File: config.mk
export PLATFORM = sky130hd
export DESIGN_NAME = odt_ctrl
export DESIGN_NICKNAME = d
export VERILOG_FILES = /design/src/rtl/odt_pkg.sv /design/src/rtl/odt_ctrl.sv
export SDC_FILE = /design/constraint.sdc
export NUM_CORES = 1
export LEC_CHECK = 0
export BUFFER_PORTS_ARGS = -buffer_cell sky130_fd_sc_hd__buf_2
export CORE_AREA = 2 2 39 41
export CTS_BUF_LIST = sky130_fd_sc_hd__clkbuf_4 sky130_fd_sc_hd__clkbuf_8
export CTS_CLUSTER_DIAMETER = 80
export DETAILED_ROUTE_END_ITERATION = 7
export DIE_AREA = 0 0 41 43
export PLACE_DENSITY_LB_ADDON = 0.12
export SETUP_SLACK_MARGIN = 0.5
export SYNTH_ARGS = -nofsm -noshare
export SYNTH_HDL_FRONTEND = slang
export SYNTH_SLANG_ARGS = --single-unit
File: constraint.sdc
create_clock -name clk -period 1.6 [get_ports clk]
set_clock_uncertainty 0.2 [all_clocks]
set_input_delay 0.08 -clock clk [delete_from_list [all_inputs] [get_ports clk]]
set_output_delay 0.08 -clock clk [all_outputs]
set_load 0.005 [all_outputs]
File: src/rtl/odt_pkg.sv
// Shared types and constants for the obstacle distance transform.
// No dependencies; every other file in rtl/ refers to it by scoped names.
`default_nettype none
package odt_pkg;

  localparam int MAX_WIDTH  = 256;
  localparam int MAX_HEIGHT = 256;
  localparam int COL_W      = $clog2(MAX_WIDTH);
  localparam int ROW_W      = $clog2(MAX_HEIGHT);
  localparam int ADDR_W     = COL_W + ROW_W;
  localparam int DEPTH      = MAX_WIDTH * MAX_HEIGHT;
  localparam int DIM_W      = 9;
  localparam int COST_W     = 18;
  localparam int MPC_W      = 16;
  localparam int DIST_W     = 25;
  localparam int PROD_W     = COST_W + MPC_W;

  localparam logic [COST_W-1:0] COST_INF     = '1;
  localparam logic [COST_W:0]   STEP_STRAIGHT = (COST_W+1)'(256);
  localparam logic [COST_W:0]   STEP_DIAG     = (COST_W+1)'(362);

  localparam logic [1:0] OP_LOAD    = 2'd0;
  localparam logic [1:0] OP_COMPUTE = 2'd1;
  localparam logic [1:0] OP_READ    = 2'd2;

  localparam int CFG_IDX_W = 2;
  localparam logic [CFG_IDX_W-1:0] REG_GRID_WIDTH      = 2'd0;
  localparam logic [CFG_IDX_W-1:0] REG_GRID_HEIGHT     = 2'd1;
  localparam logic [CFG_IDX_W-1:0] REG_METERS_PER_CELL = 2'd2;
  localparam int CFG_DATA_W = 16;

  typedef struct packed {
    logic [1:0]       op;
    logic [7:0]       col;
    logic [7:0]       row;
    logic signed [7:0] log_odds;
  } in_item_t;

  typedef struct packed {
    logic              status;
    logic [DIST_W-1:0] distance_m;
    logic              reached;
  } out_item_t;

  // controller -> datapath
  typedef struct packed {
    logic latch;
    logic obs_wr;
    logic item_rd;
    logic prod_ld;
    logic out_ld;
    logic scan_fwd;
    logic scan_bwd;
    logic clr_changed;
    logic init_rd;
    logic init_wr;
    logic rd0;
    logic rd1;
    logic rd2;
    logic upd;
    logic step;
    logic computed_set;
  } odt_cmd_t;

  // datapath -> controller
  typedef struct packed {
    logic [1:0] op;
    logic       in_range;
    logic       grid_empty;
    logic       scan_last;
    logic       any_change;
  } odt_sts_t;

endpackage
`default_nettype wire

File: src/rtl/odt_ctrl.sv
// Controller state machine of the obstacle distance transform.
// Uses odt_pkg; drives the datapath through odt_cmd_t and reads odt_sts_t.
`default_nettype none
module odt_ctrl (
  input  wire logic              clk,
  input  wire logic              rst_n,
  input  wire logic              in_valid,
  output logic                   in_stall,
  output logic                   out_valid,
  input  wire logic              out_stall,
  input  wire odt_pkg::odt_sts_t sts,
  output odt_pkg::odt_cmd_t      cmd
);

  localparam logic [3:0] S_IDLE    = 4'd0;
  localparam logic [3:0] S_DEC     = 4'd1;
  localparam logic [3:0] S_RDW     = 4'd2;
  localparam logic [3:0] S_DONE    = 4'd3;
  localparam logic [3:0] S_INIT_RD = 4'd4;
  localparam logic [3:0] S_INIT_WR = 4'd5;
  localparam logic [3:0] S_R0      = 4'd6;
  localparam logic [3:0] S_R1      = 4'd7;
  localparam logic [3:0] S_R2      = 4'd8;
  localparam logic [3:0] S_UPD     = 4'd9;

  logic [3:0] state_r, state_nxt;
  logic       out_valid_r, out_valid_nxt;
  logic       bwd_r, bwd_nxt;
  logic       out_free;

  assign in_stall  = (state_r != S_IDLE);
  assign out_valid = out_valid_r;
  assign out_free  = !out_valid_r || !out_stall;

  always_comb begin
    state_nxt = state_r;
    bwd_nxt   = bwd_r;
    cmd       = '0;
    unique case (state_r)
      S_IDLE: begin
        if (in_valid) begin
          cmd.latch = 1'b1;
          state_nxt = S_DEC;
        end
      end
      S_DEC: begin
        unique case (sts.op)
          odt_pkg::OP_LOAD: begin
            cmd.obs_wr = sts.in_range;
            state_nxt  = S_DONE;
          end
          odt_pkg::OP_READ: begin
            cmd.item_rd = 1'b1;
            state_nxt   = S_RDW;
          end
          odt_pkg::OP_COMPUTE: begin
            if (sts.grid_empty) begin
              state_nxt = S_DONE;
            end else begin
              cmd.scan_fwd = 1'b1;
              state_nxt    = S_INIT_RD;
            end
          end
          default: state_nxt = S_DONE;
        endcase
      end
      S_RDW: begin
        cmd.prod_ld = 1'b1;
        state_nxt   = S_DONE;
      end
      S_DONE: begin
        if (out_free) begin
          cmd.out_ld = 1'b1;
          state_nxt  = S_IDLE;
        end
      end
      S_INIT_RD: begin
        cmd.init_rd = 1'b1;
        state_nxt   = S_INIT_WR;
      end
      S_INIT_WR: begin
        cmd.init_wr = 1'b1;
        cmd.step    = 1'b1;
        if (sts.scan_last) begin
          cmd.scan_fwd    = 1'b1;
          cmd.clr_changed = 1'b1;
          bwd_nxt         = 1'b0;
          state_nxt       = S_R0;
        end else begin
          state_nxt = S_INIT_RD;
        end
      end
      S_R0: begin
        cmd.rd0   = 1'b1;
        state_nxt = S_R1;
      end
      S_R1: begin
        cmd.rd1   = 1'b1;
        state_nxt = S_R2;
      end
      S_R2: begin
        cmd.rd2   = 1'b1;
        state_nxt = S_UPD;
      end
      S_UPD: begin
        cmd.upd   = 1'b1;
        cmd.step  = 1'b1;
        state_nxt = S_R0;
        if (sts.scan_last) begin
          if (!bwd_r) begin
            cmd.scan_bwd = 1'b1;
            bwd_nxt      = 1'b1;
          end else if (sts.any_change) begin
            cmd.scan_fwd    = 1'b1;
            cmd.clr_changed = 1'b1;
            bwd_nxt         = 1'b0;
          end else begin
            cmd.computed_set = 1'b1;
            state_nxt        = S_DONE;
          end
        end
      end
      default: state_nxt = S_IDLE;
    endcase
  end

  always_comb begin
    out_valid_nxt = out_valid_r;
    if (out_valid_r && !out_stall) out_valid_nxt = 1'b0;
    if (cmd.out_ld) out_valid_nxt = 1'b1;
  end

  always_ff @(posedge clk) begin
    if (!rst_n) begin
      state_r     <= S_IDLE;
      out_valid_r <= 1'b0;
      bwd_r       <= 1'b0;
    end else begin
      state_r     <= state_nxt;
      out_valid_r <= out_valid_nxt;
      bwd_r       <= bwd_nxt;
    end
  end

`ifndef SYNTHESIS
  a_no_overwrite: assert property (@(posedge clk) disable iff (!rst_n)
    cmd.out_ld |-> !(out_valid_r && out_stall))
    else $error("result register overwritten while stalled");
  a_accept_decodes: assert property (@(posedge clk) disable iff (!rst_n)
    (in_valid && !in_stall) |=> (state_r == S_DEC))
    else $error("accepted transaction not decoded");
  a_result_from_done: assert property (@(posedge clk) disable iff (!rst_n)
    (out_valid_r && !$past(out_valid_r)) |-> ($past(state_r) == S_DONE))
    else $error("result appeared outside done state");
`endif

endmodule
`default_nettype wire

---- After elaboration in Yosys (flattened, before gate mapping) ----
Index checks and enable logic that the tools add are counted.
cells by class
  reductions and logical operators ........ 12
  multiplexer cells ....................... 44
  equality and inequality tests ........... 15
operators by type and width
  operator            number
  $pmux 4 s10         1
  $mux 1              30
  $eq 4x3->1 const B  4
  $mux 3              5
  $eq 4x2->1 const B  2
  $eq 4x4->1 const B  2
  $mux 4              2
  $ne 2x2->1 const B  4
  $pmux 4 s2          1
  $eq 4x1->1 const B  1
  $logic_not 4->1     1
  $mux 2              2
  $pmux 1 s2          2
  $reduce_bool 2->1   2
  $reduce_bool 4->1   1
  $pmux 1 s3          1
  $reduce_and 3->1    1
  $eq 2x1->1 const B  1
  $eq 2x2->1 const B  1
  $logic_not 1->1     2
  $logic_not 2->1     1
  $reduce_and 2->1    1
  $reduce_or 2->1     1
  $logic_and 1x1->1   1
  $logic_or 1x1->1    1
word-level totals
  input port bits ......................... 10
  register bits ........................... 6
  output and inout bits ................... 18
  word-level logic and storage cells ...... 74

---- Longest topological paths before layout ----
  depth after elaboration ................. 5
  depth in mapped cells ................... 5
  depth with buffers taken out ............ 5

---- Worst setup path before layout ----
No wires, ideal clock.
  path kind ............................... reg2reg
  from .................................... register state_r[1]
  to ...................................... register state_r[0]
  clock period less this slack ............ 1323 ps
  library setup time ...................... 74 ps
  required time ........................... 1326 ps
  buffers on the path ..................... 1
  arrival time ............................ 1049 ps
  cell stages (with the launch flop) ...... 5
  setup slack ............................. 277 ps
  path through ............................ dfxtp_1 buf_6 o21a_1 a311o_1 a31oi_1
between the ends
  longest elaborated chain between the ends .. 3
  elaborated cells on any way between the ends .. 14
  classes of those cells .................. 11 x eq/ne; 1 x mux; 2 x reduce/logical
RTL lines
  what                                           line             RTL
  from (decl)                                    odt_ctrl.sv:26   logic [3:0] state_r, state_nxt;
  from (signal assigned)                         odt_ctrl.sv:139  state_r <= state_nxt;
  $eq 4x2->1 or $logic_not 4->1 (tied branches)  odt_ctrl.sv:39   unique case (state_r)
  $ne 2x2->1 (no line)                           n/a
  $reduce_and 2->1 (no line)                     n/a
Several ways; a longest one is shown, not always the timed one.
A chain may end at the register's enable or synchronous reset.

==> impl_results.md <==
- Status: finished with violations
- Failing checks: negative hold slack
- Skew-Pair Late Insertion Delay: 0.25 ns
- Post-synth ARST share: 0%
- Min Clock Period, post-route: 1.56 ns
- Worst EP arrival: 1.28 ns
- CP Class: flop to output port
- Root Buffer: clkbuf_4
- Maximum vdd drop: 380 uV
- Row count: 14
- Number of global-route vias before repair: 609
- Syn_nets: 89
- Initial antenna violation count: 0
- Die ar.: 1760 um2
- Class of the worst hold path: input port to flop
- First-pass GRT wire length: 2670 um
- Rel. slew slack: 80.1%
- Nets@finish: 135
- Hold Fails Final Rpt: 1
- Setup slack after layout: 0.0429 ns
- Yosys warns: 0
- Top Ports: 28
- Yosys reg bits: 6
- Crit share post-route: 97.3%
- Post-synth cell types: 34
- Tot Pwr: 0.480 mW
- Largest net degree at the start of global routing: 10
- Iter 0 DRT Violations: 10
- Total Wirelength: 1760 um
- Initial core utilization: 42.7%
- Worst slack at placement: 0.105 ns
- Max clock buf depth: 2
- Synthesized cell area: 591 um2
- Synth Flop Type: dfxtp_1
- Remaining DRCs: 0
- Ant diodes: 0
- Layout cells sized above 1: 57.5%
- CTS tree: done
- GPL Wtd Cong: 0.738
- Final setup viols: 0
- Crit-path max FO: 8
- RSZ-0062 raised after global routing: true
- Max frequency: 642 MHz
- Clock Pin Slew Worst Setup and Hold Paths: 0.05 ns
- Fin. max-slew vios: 0
- Per-cell routed wire length: 13.0 um
- Buffers on Ports: 27
- Syn Area/Cell: 7.77 um2
- Pwr Density: 470 nW/um2
- Core ar.: 1380 um2
- Final ANT Viol Nets: 0
- CTS Buf Count: 3
- HPWL after DPL: 1080 um
- CP Capture Type: output port
- Die W: 41 um
- Leak: 0.491 nW
- Measured slew at the worst slew-check pin: 0.297 ns
- CTS sink count: 6
- Critical path startpoint category: flop
- Gate Count Post-Synth: 76
- Die Ht: 43 um
- Total of max-cap violations: 0
- Number of synthesized flops with an enable pin: 0
- Crit path required time: 1.32 ns
- Area growth syn-to-layout: 73.1%
- Setup TNS Final: 0 ns
- Drt via density: 5.35
- DR vias: 728
- Post-synthesis sequential area ratio: 20.3%
- Grt ovf: 0
- Initial DRT Pass Iterations: 4
- CTS H-Tree Depth: 1
- Worst hold margin: -0.00173 ns
- GRT Overall Usage: 22.6%
-- through the flow --
| stage | hold slack, ns | instances | utilization [%] | area, um2 |
|---|---|---|---|---|
| 2_1_floorplan | -0.00246 | 76 | - | 622 |
| 3_3_place_gp | 0.124 | 116 | 53.7 | 743 |
| 3_5_place_dp | 0.138 | 116 | 53.7 | 743 |
| 4_1_cts | 0.0108 | 131 | 68.6 | 950 |
| 5_1_grt | 0.0210 | 136 | 73.9 | 1020 |
| 6_report | -0.00173 | 136 | 73.9 | 1020 |
-- placed cells by master (no fill, tap or decap), drive strengths merged --
cell | netlist | layout
a21bo | 1 | 1
a21oi | 3 | 3
a2bb2oi | 1 | 1
a311o | 1 | 1
a31o | 1 | 1
a31oi | 3 | 3
a32o | 1 | 1
a32oi | 1 | 1
and2 | 3 | 3
and3 | 3 | 3
buf | 5 | 42
clkbuf | 0 | 4
dfxtp | 6 | 6
dlygate4sd3 | 0 | 3
ha | 3 | 3
inv | 7 | 7
nand2 | 7 | 7
nand2b | 2 | 2
nand3 | 1 | 1
nand3b | 1 | 1
nand4 | 2 | 2
nand4b | 2 | 2
nand4bb | 2 | 2
nor2 | 4 | 4
nor2b | 4 | 4
nor3 | 3 | 3
nor3b | 1 | 1
nor4 | 1 | 1
nor4b | 1 | 1
o21a | 2 | 2
o21ai | 3 | 3
or2b | 1 | 1
-- critical path, cell delays in order, from the launching register on --
cell and delay [ns]:
dfxtp_4 0.37, nand4bb_4 0.27, o21ai_2 0.16, and2_1 0.13, buf_2 0.10
-- report_power, final --
group	switching [mW]	internal, mW
sequential	0.0170	0.155
combinational	0.0702	0.0908
clock	0.0619	0.0854
-- final timing paths --
check / from / end / slack (ns) / cells after the start
worst max-delay path: state_r[1] / cmd[8] / 0.04 / 4
worst min-delay path: sts[1] / bwd_r / -0.002 / 3
worst max register to register: state_r[1] / state_r[0] / 0.17 / 4
worst min register to register: out_valid / out_valid / 0.31 / 2
-- cell type report --
type,count,area (um2)
fill,110,362
clock buffer,3,22.5
sequential,6,135
tap,16,20.0
multi-input combinational,58,499
timing repair buffer,46,317
inverter,7,28.8
-- logic make-up after synthesis --
kind of cell / synth area share [%]
AOI/OAI and AO/OA: 20.3
adders and majority gates: 6.36
buffers and inverters: 11.6
DFF: 20.3
and+or+nand+nor: 41.3
-- cell usage after synthesis, types with 2 or more instances --
cell / n / area (um2)
a21oi_1: 3 / 15.0
a31oi_1: 3 / 18.8
and2_1: 3 / 18.8
and3_1: 3 / 18.8
buf_4: 2 / 15.0
buf_6: 2 / 22.5
dfxtp_1: 6 / 120
ha_1: 3 / 37.5
inv_1: 6 / 22.5
nand2_1: 7 / 26.3
nand2b_1: 2 / 12.5
nand4_1: 2 / 12.5
nand4b_1: 2 / 17.5
nor2_1: 4 / 15.0
nor2b_1: 4 / 25.0
nor3_1: 3 / 15.0
o21a_1: 2 / 15.0
o21ai_1: 3 / 15.0
-- state kept, by name, summed over array words and instances, names as in the netlist --
signal     cells
bwd_r          1
out_valid      1
state_r        4
-- per-layer routing --
layer	GRT usage (%)	routed length (um)	up-vias	share of wire (%)
met5	0	0	-	0
met4	14.0	41	0	2.3
met3	3.14	90	4	5.1
met2	35.6	922	25	52
met1	27.1	709	339	40
li1	-	-	360	-
-- repair_timing --
action	4_1_cts	5_1_grt
hold buffers	3	0
gates resized for setup	19	13
buffers inserted	9	5
pin swaps	10	7
cloned	0	0
hold endpoints to repair	4	0
endpoints found under the setup margin	23	23
(Power assumes the default switching activity.)
